$ cat src/hdl/fnid_pkg.sv
package fnid_pkg;

	localparam int unsigned MAX_NAME_BYTES_DEF = 256;
	localparam int unsigned QUEUE_DEPTH_DEF    = 4;

	localparam logic [31:0] PAD_WORD_A = 32'h9BE74448;
	localparam logic [31:0] PAD_WORD_B = 32'h66F42C48;
	localparam logic [31:0] INIT_V     = 32'hF4FA8928;
	localparam logic [31:0] INIT_X     = 32'h37A8470E;
	localparam logic [31:0] INIT_Y     = 32'h7758B42B;
	localparam logic [31:0] KEY_W      = 32'h267B0B11;
	localparam logic [31:0] OR_A       = 32'h02040801;
	localparam logic [31:0] AND_C      = 32'hBFEF7FDF;
	localparam logic [31:0] OR_B       = 32'h00804021;
	localparam logic [31:0] AND_D      = 32'h7DFEFBFF;

	localparam logic [7:0] CHAR_BSLASH = 8'h5C;
	localparam logic [7:0] CHAR_SLASH  = 8'h2F;
	localparam logic [7:0] CASE_OFFSET = 8'h20;

	// One request from the front to the round engine
	typedef struct packed {
		logic        fin;      // name ends: run pad rounds and emit
		logic        do_word;  // run a round on word
		logic [31:0] word;
	} queue_entry_t;

endpackage

$ cat src/hdl/fnid_front.sv
module fnid_front import fnid_pkg::*; #(
	parameter int unsigned MAX_NAME_BYTES = MAX_NAME_BYTES_DEF
) (
	input  logic         clk,
	input  logic         arst_n,
	input  logic         s_tvalid,
	output logic         s_tready,
	input  logic [7:0]   s_tdata,   // [7:0] char_byte
	input  logic         s_tuser,   // [0] has_byte
	input  logic         s_tlast,
	input  logic         cfg_valid,
	output logic         cfg_ready,
	input  logic         cfg_data,
	output logic         push,
	output queue_entry_t push_data,
	input  logic         full
);

	localparam int unsigned CNT_W = $clog2(MAX_NAME_BYTES + 1);

	logic             normalize_mode_q;
	logic [31:0]      word_accum_q;
	logic [1:0]       byte_slot_q;
	logic [CNT_W-1:0] bytes_taken_q;
	logic             name_ended_q;

	logic             accept;
	logic             take;
	logic [7:0]       c_norm;
	logic [31:0]      accum_next;
	logic [1:0]       slot_next;
	logic             word_done;

	assign s_tready  = !full;
	assign cfg_ready = 1'b1;
	assign accept    = s_tvalid && s_tready;

	// Normalize and pack the incoming byte
	always_comb begin
		c_norm = s_tdata;
		if (normalize_mode_q) begin
			if (s_tdata inside {[8'h41:8'h5A]})
				c_norm = s_tdata + CASE_OFFSET;
			else if (s_tdata == CHAR_BSLASH)
				c_norm = CHAR_SLASH;
		end
		take = s_tuser && !name_ended_q && (s_tdata != 8'h00)
			&& (bytes_taken_q < CNT_W'(MAX_NAME_BYTES));
		accum_next = word_accum_q;
		slot_next  = byte_slot_q;
		if (take) begin
			accum_next = word_accum_q | ({24'b0, c_norm} << {byte_slot_q, 3'b000});
			slot_next  = byte_slot_q + 2'd1;
		end
		word_done = take && (byte_slot_q == 2'd3);
	end

	// Request a round on a full word, or the close of a name
	assign push              = accept && (word_done || s_tlast);
	assign push_data.fin     = s_tlast;
	assign push_data.do_word = word_done || (s_tlast && (slot_next != 2'd0));
	assign push_data.word    = accum_next;

	always_ff @(posedge clk or negedge arst_n) begin
		if (!arst_n) begin
			normalize_mode_q <= 1'b1;
			word_accum_q     <= '0;
			byte_slot_q      <= '0;
			bytes_taken_q    <= '0;
			name_ended_q     <= 1'b0;
		end else begin
			if (cfg_valid && cfg_ready)
				normalize_mode_q <= cfg_data;
			if (accept) begin
				if (s_tlast) begin
					word_accum_q  <= '0;
					byte_slot_q   <= '0;
					bytes_taken_q <= '0;
					name_ended_q  <= 1'b0;
				end else begin
					word_accum_q <= word_done ? 32'h0 : accum_next;
					byte_slot_q  <= slot_next;
					if (take)
						bytes_taken_q <= bytes_taken_q + CNT_W'(1);
					if (s_tuser && (s_tdata == 8'h00))
						name_ended_q <= 1'b1;
				end
			end
		end
	end

endmodule

$ cat src/hdl/fnid_queue.sv
module fnid_queue import fnid_pkg::*; #(
	parameter int unsigned DEPTH = QUEUE_DEPTH_DEF
) (
	input  logic         clk,
	input  logic         arst_n,
	input  logic         push,
	input  queue_entry_t push_data,
	output logic         full,
	input  logic         pop,
	output queue_entry_t pop_data,
	output logic         empty
);

	localparam int unsigned IDX_W = (DEPTH > 1) ? $clog2(DEPTH) : 1;
	localparam int unsigned CNT_W = $clog2(DEPTH + 1);

	queue_entry_t     entries [DEPTH];
	logic [IDX_W-1:0] wr_ptr_q;
	logic [IDX_W-1:0] rd_ptr_q;
	logic [CNT_W-1:0] count_q;

	assign full     = (count_q == CNT_W'(DEPTH));
	assign empty    = (count_q == '0);
	assign pop_data = entries[rd_ptr_q];

	// Store requests
	always_ff @(posedge clk) begin
		if (push)
			entries[wr_ptr_q] <= push_data;
	end

	// Advance pointers and occupancy
	always_ff @(posedge clk or negedge arst_n) begin
		if (!arst_n) begin
			wr_ptr_q <= '0;
			rd_ptr_q <= '0;
			count_q  <= '0;
		end else begin
			if (push)
				wr_ptr_q <= (wr_ptr_q == IDX_W'(DEPTH - 1)) ? '0 : wr_ptr_q + IDX_W'(1);
			if (pop)
				rd_ptr_q <= (rd_ptr_q == IDX_W'(DEPTH - 1)) ? '0 : rd_ptr_q + IDX_W'(1);
			if (push && !pop)
				count_q <= count_q + CNT_W'(1);
			else if (pop && !push)
				count_q <= count_q - CNT_W'(1);
		end
	end

	a_no_overflow: assert property (@(posedge clk) disable iff (!arst_n)
		push |-> !full) else $error("queue written while full");
	a_no_underflow: assert property (@(posedge clk) disable iff (!arst_n)
		pop |-> !empty) else $error("queue read while empty");
	a_count_range: assert property (@(posedge clk) disable iff (!arst_n)
		count_q <= CNT_W'(DEPTH)) else $error("queue count out of range");

endmodule

$ cat src/hdl/fnid_core.sv
module fnid_core import fnid_pkg::*; (
	input  logic         clk,
	input  logic         arst_n,
	output logic         pop,
	input  queue_entry_t pop_data,
	input  logic         empty,
	output logic         m_tvalid,
	input  logic         m_tready,
	output logic [31:0]  m_tdata    // [31:0] name_id
);

	typedef enum logic [2:0] {
		ST_IDLE,
		ST_PREP,
		ST_MUL1,
		ST_MUL2,
		ST_FOLD,
		ST_EMIT
	} state_t;

	state_t      state_q;
	logic [31:0] hash_x_q;
	logic [31:0] hash_y_q;
	logic [31:0] rot_v_q;
	logic [31:0] word_q;
	logic [1:0]  pads_q;
	logic        fin_q;
	logic [31:0] x_s1, y_s1, m1_s1, m2_s1;
	logic [63:0] prod_q;
	logic [31:0] nx_q;
	logic        out_valid_q;
	logic [31:0] out_data_q;

	logic [31:0] v_rot, k, x_w, y_w;
	logic [31:0] mul_a, mul_b;
	logic [63:0] mul_p;
	logic [32:0] s1, s2;
	logic [31:0] nx, ny;

	assign pop      = (state_q == ST_IDLE) && !empty;
	assign m_tvalid = out_valid_q;
	assign m_tdata  = out_data_q;

	// Round setup: rotate, key and mask the multiplier operands
	always_comb begin
		v_rot = {rot_v_q[30:0], rot_v_q[31]};
		k     = KEY_W ^ v_rot;
		x_w   = hash_x_q ^ word_q;
		y_w   = hash_y_q ^ word_q;
	end

	// Shared multiplier
	assign mul_a = (state_q == ST_MUL1) ? x_s1 : y_s1;
	assign mul_b = (state_q == ST_MUL1) ? m1_s1 : m2_s1;
	assign mul_p = mul_a * mul_b;

	// Fold high halves back into low halves
	always_comb begin
		s1 = {1'b0, prod_q[31:0]} + {1'b0, prod_q[63:32]}
			+ {32'b0, (prod_q[63:32] != 32'h0)};
		nx = s1[31:0] + {31'b0, s1[32]};
		s2 = {1'b0, prod_q[31:0]} + {1'b0, prod_q[62:32], 1'b0} + {32'b0, prod_q[63]};
		ny = s2[31:0] + (s2[32] ? 32'd2 : 32'd0);
	end

	always_ff @(posedge clk or negedge arst_n) begin
		if (!arst_n) begin
			state_q     <= ST_IDLE;
			hash_x_q    <= INIT_X;
			hash_y_q    <= INIT_Y;
			rot_v_q     <= INIT_V;
			word_q      <= '0;
			pads_q      <= '0;
			fin_q       <= 1'b0;
			x_s1        <= '0;
			y_s1        <= '0;
			m1_s1       <= '0;
			m2_s1       <= '0;
			prod_q      <= '0;
			nx_q        <= '0;
			out_valid_q <= 1'b0;
			out_data_q  <= '0;
		end else begin
			// Drop the result once taken; the emit state reloads it on its own
			if (m_tready && (state_q != ST_EMIT))
				out_valid_q <= 1'b0;
			case (state_q)
				ST_IDLE: begin
					if (!empty) begin
						fin_q <= pop_data.fin;
						if (pop_data.do_word) begin
							word_q <= pop_data.word;
							pads_q <= pop_data.fin ? 2'd2 : 2'd0;
						end else begin
							word_q <= PAD_WORD_A;
							pads_q <= 2'd1;
						end
						state_q <= ST_PREP;
					end
				end
				ST_PREP: begin
					rot_v_q <= v_rot;
					x_s1    <= x_w;
					y_s1    <= y_w;
					m1_s1   <= ((k + y_w) | OR_A) & AND_C;
					m2_s1   <= ((k + x_w) | OR_B) & AND_D;
					state_q <= ST_MUL1;
				end
				ST_MUL1: begin
					prod_q  <= mul_p;
					state_q <= ST_MUL2;
				end
				ST_MUL2: begin
					nx_q    <= nx;
					prod_q  <= mul_p;
					state_q <= ST_FOLD;
				end
				ST_FOLD: begin
					hash_x_q <= nx_q;
					hash_y_q <= ny;
					if (pads_q != 2'd0) begin
						word_q  <= (pads_q == 2'd2) ? PAD_WORD_A : PAD_WORD_B;
						pads_q  <= pads_q - 2'd1;
						state_q <= ST_PREP;
					end else if (fin_q) begin
						state_q <= ST_EMIT;
					end else begin
						state_q <= ST_IDLE;
					end
				end
				ST_EMIT: begin
					// Hold until the output register is free
					if (!out_valid_q || m_tready) begin
						out_valid_q <= 1'b1;
						out_data_q  <= hash_x_q ^ hash_y_q;
						hash_x_q    <= INIT_X;
						hash_y_q    <= INIT_Y;
						rot_v_q     <= INIT_V;
						fin_q       <= 1'b0;
						state_q     <= ST_IDLE;
					end
				end
				default: state_q <= ST_IDLE;
			endcase
		end
	end

	a_emit_no_clobber: assert property (@(posedge clk) disable iff (!arst_n)
		(state_q == ST_EMIT && out_valid_q && !m_tready) |=> (state_q == ST_EMIT))
		else $error("result overwritten before taken");
	a_pop_only_idle: assert property (@(posedge clk) disable iff (!arst_n)
		pop |=> (state_q == ST_PREP)) else $error("pop did not start a round");
	a_pads_only_fin: assert property (@(posedge clk) disable iff (!arst_n)
		(pads_q != 2'd0) |-> fin_q) else $error("pad rounds without name end");

endmodule

$ cat src/hdl/filename_id_hash.sv
// Flow: with the engine idle a closing item is popped from the queue and runs two or
//   three rounds, each a setup, two products on the one shared 32x32 multiplier and a
//   fold; the result is then registered for output.
// Throughput: one input item per cycle while the four-entry queue has room; the
//   round engine finishes each queued request, pad rounds included, before it pops the next.
// Reset: arst_n resets all state but the queue storage at once; normalize_mode resets to 1.
module filename_id_hash import fnid_pkg::*; #(
	parameter int unsigned MAX_NAME_BYTES = MAX_NAME_BYTES_DEF,
	parameter int unsigned QUEUE_DEPTH    = QUEUE_DEPTH_DEF
) (
	input  logic        clk,
	input  logic        arst_n,
	input  logic        s_tvalid,
	output logic        s_tready,
	input  logic [7:0]  s_tdata,   // [7:0] char_byte
	input  logic        s_tuser,   // [0] has_byte
	input  logic        s_tlast,
	output logic        m_tvalid,
	input  logic        m_tready,
	output logic [31:0] m_tdata,   // [31:0] name_id
	input  logic        cfg_valid,
	output logic        cfg_ready,
	input  logic        cfg_data
);

	logic         push;
	logic         pop;
	logic         full;
	logic         empty;
	queue_entry_t push_data;
	queue_entry_t pop_data;

	fnid_front #(
		.MAX_NAME_BYTES(MAX_NAME_BYTES)
	) u_front (
		.clk       (clk),
		.arst_n    (arst_n),
		.s_tvalid  (s_tvalid),
		.s_tready  (s_tready),
		.s_tdata   (s_tdata),
		.s_tuser   (s_tuser),
		.s_tlast   (s_tlast),
		.cfg_valid (cfg_valid),
		.cfg_ready (cfg_ready),
		.cfg_data  (cfg_data),
		.push      (push),
		.push_data (push_data),
		.full      (full)
	);

	fnid_queue #(
		.DEPTH(QUEUE_DEPTH)
	) u_queue (
		.clk       (clk),
		.arst_n    (arst_n),
		.push      (push),
		.push_data (push_data),
		.full      (full),
		.pop       (pop),
		.pop_data  (pop_data),
		.empty     (empty)
	);

	fnid_core u_core (
		.clk      (clk),
		.arst_n   (arst_n),
		.pop      (pop),
		.pop_data (pop_data),
		.empty    (empty),
		.m_tvalid (m_tvalid),
		.m_tready (m_tready),
		.m_tdata  (m_tdata)
	);

endmodule

$ cat config.mk
export PLATFORM = sky130hd
export DESIGN_NAME = filename_id_hash
export DESIGN_NICKNAME = d
export VERILOG_FILES = /design/src/hdl/fnid_pkg.sv /design/src/hdl/fnid_front.sv /design/src/hdl/fnid_queue.sv /design/src/hdl/fnid_core.sv /design/src/hdl/filename_id_hash.sv
export SDC_FILE = /design/constraint.sdc
export NUM_CORES = 2
export LEC_CHECK = 0
export BUFFER_PORTS_ARGS = -buffer_cell sky130_fd_sc_hd__buf_2
export CAP_MARGIN = 10
export CORE_UTILIZATION = 60
export DETAILED_ROUTE_END_ITERATION = 8
export PLACE_DENSITY_LB_ADDON = 0.05
export SYNTH_ARGS = -nofsm -noshare
export SYNTH_HDL_FRONTEND = slang
export SYNTH_SLANG_ARGS = --single-unit
$ cat constraint.sdc
create_clock -name clk -period 10.3 [get_ports clk]
set_clock_uncertainty 0.2 [all_clocks]
set_input_delay 2.06 -clock clk [delete_from_list [all_inputs] [get_ports clk]]
set_output_delay 2.06 -clock clk [all_outputs]
set_load 0.02 [all_outputs]
==> run metrics <==
via count roughly 53,000; unrepaired setup endpoints after global routing false; drt total wl 244 mm; Residual DRC 17; Final Cycle Share a little under 100%; Worst Path Required 10,540 ps; # resized after CTS 0; Via-to-Cell Ratio roughly 6.4; final hold vios 0; area grow syn2layout 7.04%; DR iter-0 viols ~6,600; Worst R2R Start u_core.state_q[0]; Site Rows 118; final RePlAce weighted congestion 1.15; Biggest register u_queue.entries; crit start category register; H-tree depth 2; root buffer cell clkbuf_16; Hold Path Origin u_core.nx_q[30]; Worst Tran Pin Value approximately 1200 ps; Worst-Skew Late Latency just over 600 ps; Post-DP Area ~66,000 µm²; Finished Cell Area 67,500 µm²; busiest grt layer met2; total core area between 100,000 and 150,000 µm²; Setup crit start u_core.state_q[0]; synthesized instance count 6,868; Net count, final between 8,000 and 9,000; mapped cell area 63,100 µm²; proportion of layout cells with a drive suffix above 1 between 7 and 8%; met3 Usage GRT 12.6%; Slew headroom 22.5%; Synth Area per Inst about 9.2 µm²; Hold Crit Class reg2reg; max reg flops between 100 and 150; Crit. End Element register; Yosys warnings 0; share of the synthesized area in the top cell type 28.6%; Max-cap violations 0; Die Width between 300 and 400 µm; Synth area leader fa_1; CP peak stage delay about 730 ps; Setup Fix Bufs, Post-CTS 0; Async SR Flop Fraction about 76%; fmax about 0.10 GHz; grt met1 use a little under 60%; clock-pin slew on the worst setup and hold paths approximately 70 ps; Regs by FF count u_queue.entries x136, u_core.prod_q x64; setup ws final about 320 ps; Synth Area in XOR/XNOR roughly 4.2%; CTS Sinks about 560; antenna-violating nets left 0; slowest CP cell fa_1; initial antenna violation count 18; failing checks design-rule violations; Clock Tree Buf Depth 3; setup violators final 0; Primary FF master, synth dfrtp_1; first-pass GRT wire length approximately 350 mm; # fillers roughly 8,700; syn nets 8,186; Die H roughly 330 µm; GRT Overall Usage between 40% and 50%; CTS tree done; CP arrival around 10,000 ps; Yosys cell types between 90 and 100; Final Critical Period around 10000 ps; port bufs 49; Critical Path Fanout Max 53; Synth area leaders fa_1 (29%), dfrtp_1 (15%), ha_1 (7.9%), nand2_1 (6.9%), edfxtp_1 (6.5%); post-detail-place hpwl between 150 and 200 mm; effective utilization at floorplan slightly above 60%; status finished, violations left; vias in the first global route about 52,000; Post-synth EDFFs 136; Synth Area in Adders between 30% and 40%; Compound-Gate Fraction of Synth Area under 10%; largest net degree at the start of global routing 173; largest family of logic cells by synthesized area adder cells; First-pass DRT Iterations 9; mux contribution to synthesized area between 2 and 2.5%; Hold Buf Count CTS 0; io pins between 50 and 60; wire per inst between 20 and 30 µm; most frequent CP cell fa_1; max-slew violation count 0; sequential-to-total area share from yosys stat between 20% and 30%; total die area 106,000 µm²; Place WS approximately 420 ps; #FFs+latches synth 564; critical path type reg2reg; total negative slack 0 ps; simple-gate portion of the synthesized area around 16%; Fin Hold WS approximately 250 ps; M2 GR Usage just under 70%; CTS Buf Count approximately 50; grt total ovfl 0
-- synthesized netlist by cell type (59+ instances only) --
library cell  count
clkbuf_1        288
a21oi_1         229
fa_1            902
nand3_1          81
edfxtp_1        136
inv_1           951
o21ai_0         312
and2_1           95
nor2_1          657
and3_1          134
a21o_1          109
xnor2_1         164
xor2_1          142
dfrtp_1         379
nor3_1           59
nand2_1        1164
ha_1            400
-- layer usage --
metal  up-vias  wire length [µm]
met2      3401            105000
met5         -               118
li1      22000                 -
met1     26500             87700
met3       977             27800
met4         4             23500
-- stage by stage --
step | utilization, % | std cells
floorplan | - | 6868
global placement | 63.3 | 8203
detailed placement | 63.3 | 8203
CTS | 65.0 | 8299
global route | 65.0 | 8304
finish | 65.0 | 8325
-- cell families after synthesis --
group,count (synthesis)
simple gates,2367
fa+ha+maj,1302
compound gates,964
flops,564
buf+inv,1268
mux,96
other cells,1
xor+xnor,306
-- layout make-up --
type / count / area [µm²] / area share (%)
repair buffers: 270 / 1980 / 2.93
clock inverters: 32 / 383 / 0.567
multi-input cells: 5036 / 43600 / 64.5
diodes: 26 / 65.1 / 0.0964
inverters: 953 / 3580 / 5.30
clock buffers: 64 / 1360 / 2.01
flip-flops and latches: 564 / 14900 / 22.0
well taps: 1380 / 1730 / 2.56
-- path summary, 6_finish.rpt --
kind                                        to  slack (ps)  cells after the start
setup / recovery             u_core.prod_q[63]         320                     29
hold / removal             u_core.hash_x_q[30]         250                      2
setup reg to reg             u_core.prod_q[63]         320                     29
hold reg to reg            u_core.hash_x_q[30]         250                      2
max in group asynchronous    u_core.prod_q[17]        6680                      3
min in group asynchronous      u_core.nx_q[20]        1280                      1
-- cells in the final DEF, fill, tap and decap left out, drive strengths merged, types with 28 or more instances in the layout --
| master | count |
|---|---|
| o31ai | 31 |
| o21ai | 319 |
| dfstp | 49 |
| a21o | 109 |
| xor2 | 142 |
| nor2 | 657 |
| and2 | 96 |
| nand2b | 28 |
| and3 | 134 |
| mux4 | 34 |
| clkbuf | 64 |
| edfxtp | 136 |
| nor3 | 59 |
| a211oi | 28 |
| o21a | 30 |
| ha | 400 |
| xnor2 | 164 |
| inv | 958 |
| fa | 902 |
| nand3 | 82 |
| a21oi | 229 |
| mux2i | 54 |
| dfrtp | 379 |
| o211a | 29 |
| buf | 270 |
| nand4 | 41 |
| nand2 | 1165 |
| o21bai | 41 |
-- critical path: cells and delay by family, from the launching register on --
| kind | cells | cell delay [ps] |
|---|---|---|
| fa+ha+maj | 9 | 4010 |
| compound gates | 8 | 2450 |
| simple gates | 6 | 1370 |
| buf+inv | 5 | 940 |
| xor+xnor | 1 | 170 |
| flops | 1 | 570 |
Power is not shown: default switching activity piles up to over one toggle a cycle in this logic, so the estimate is an artifact.
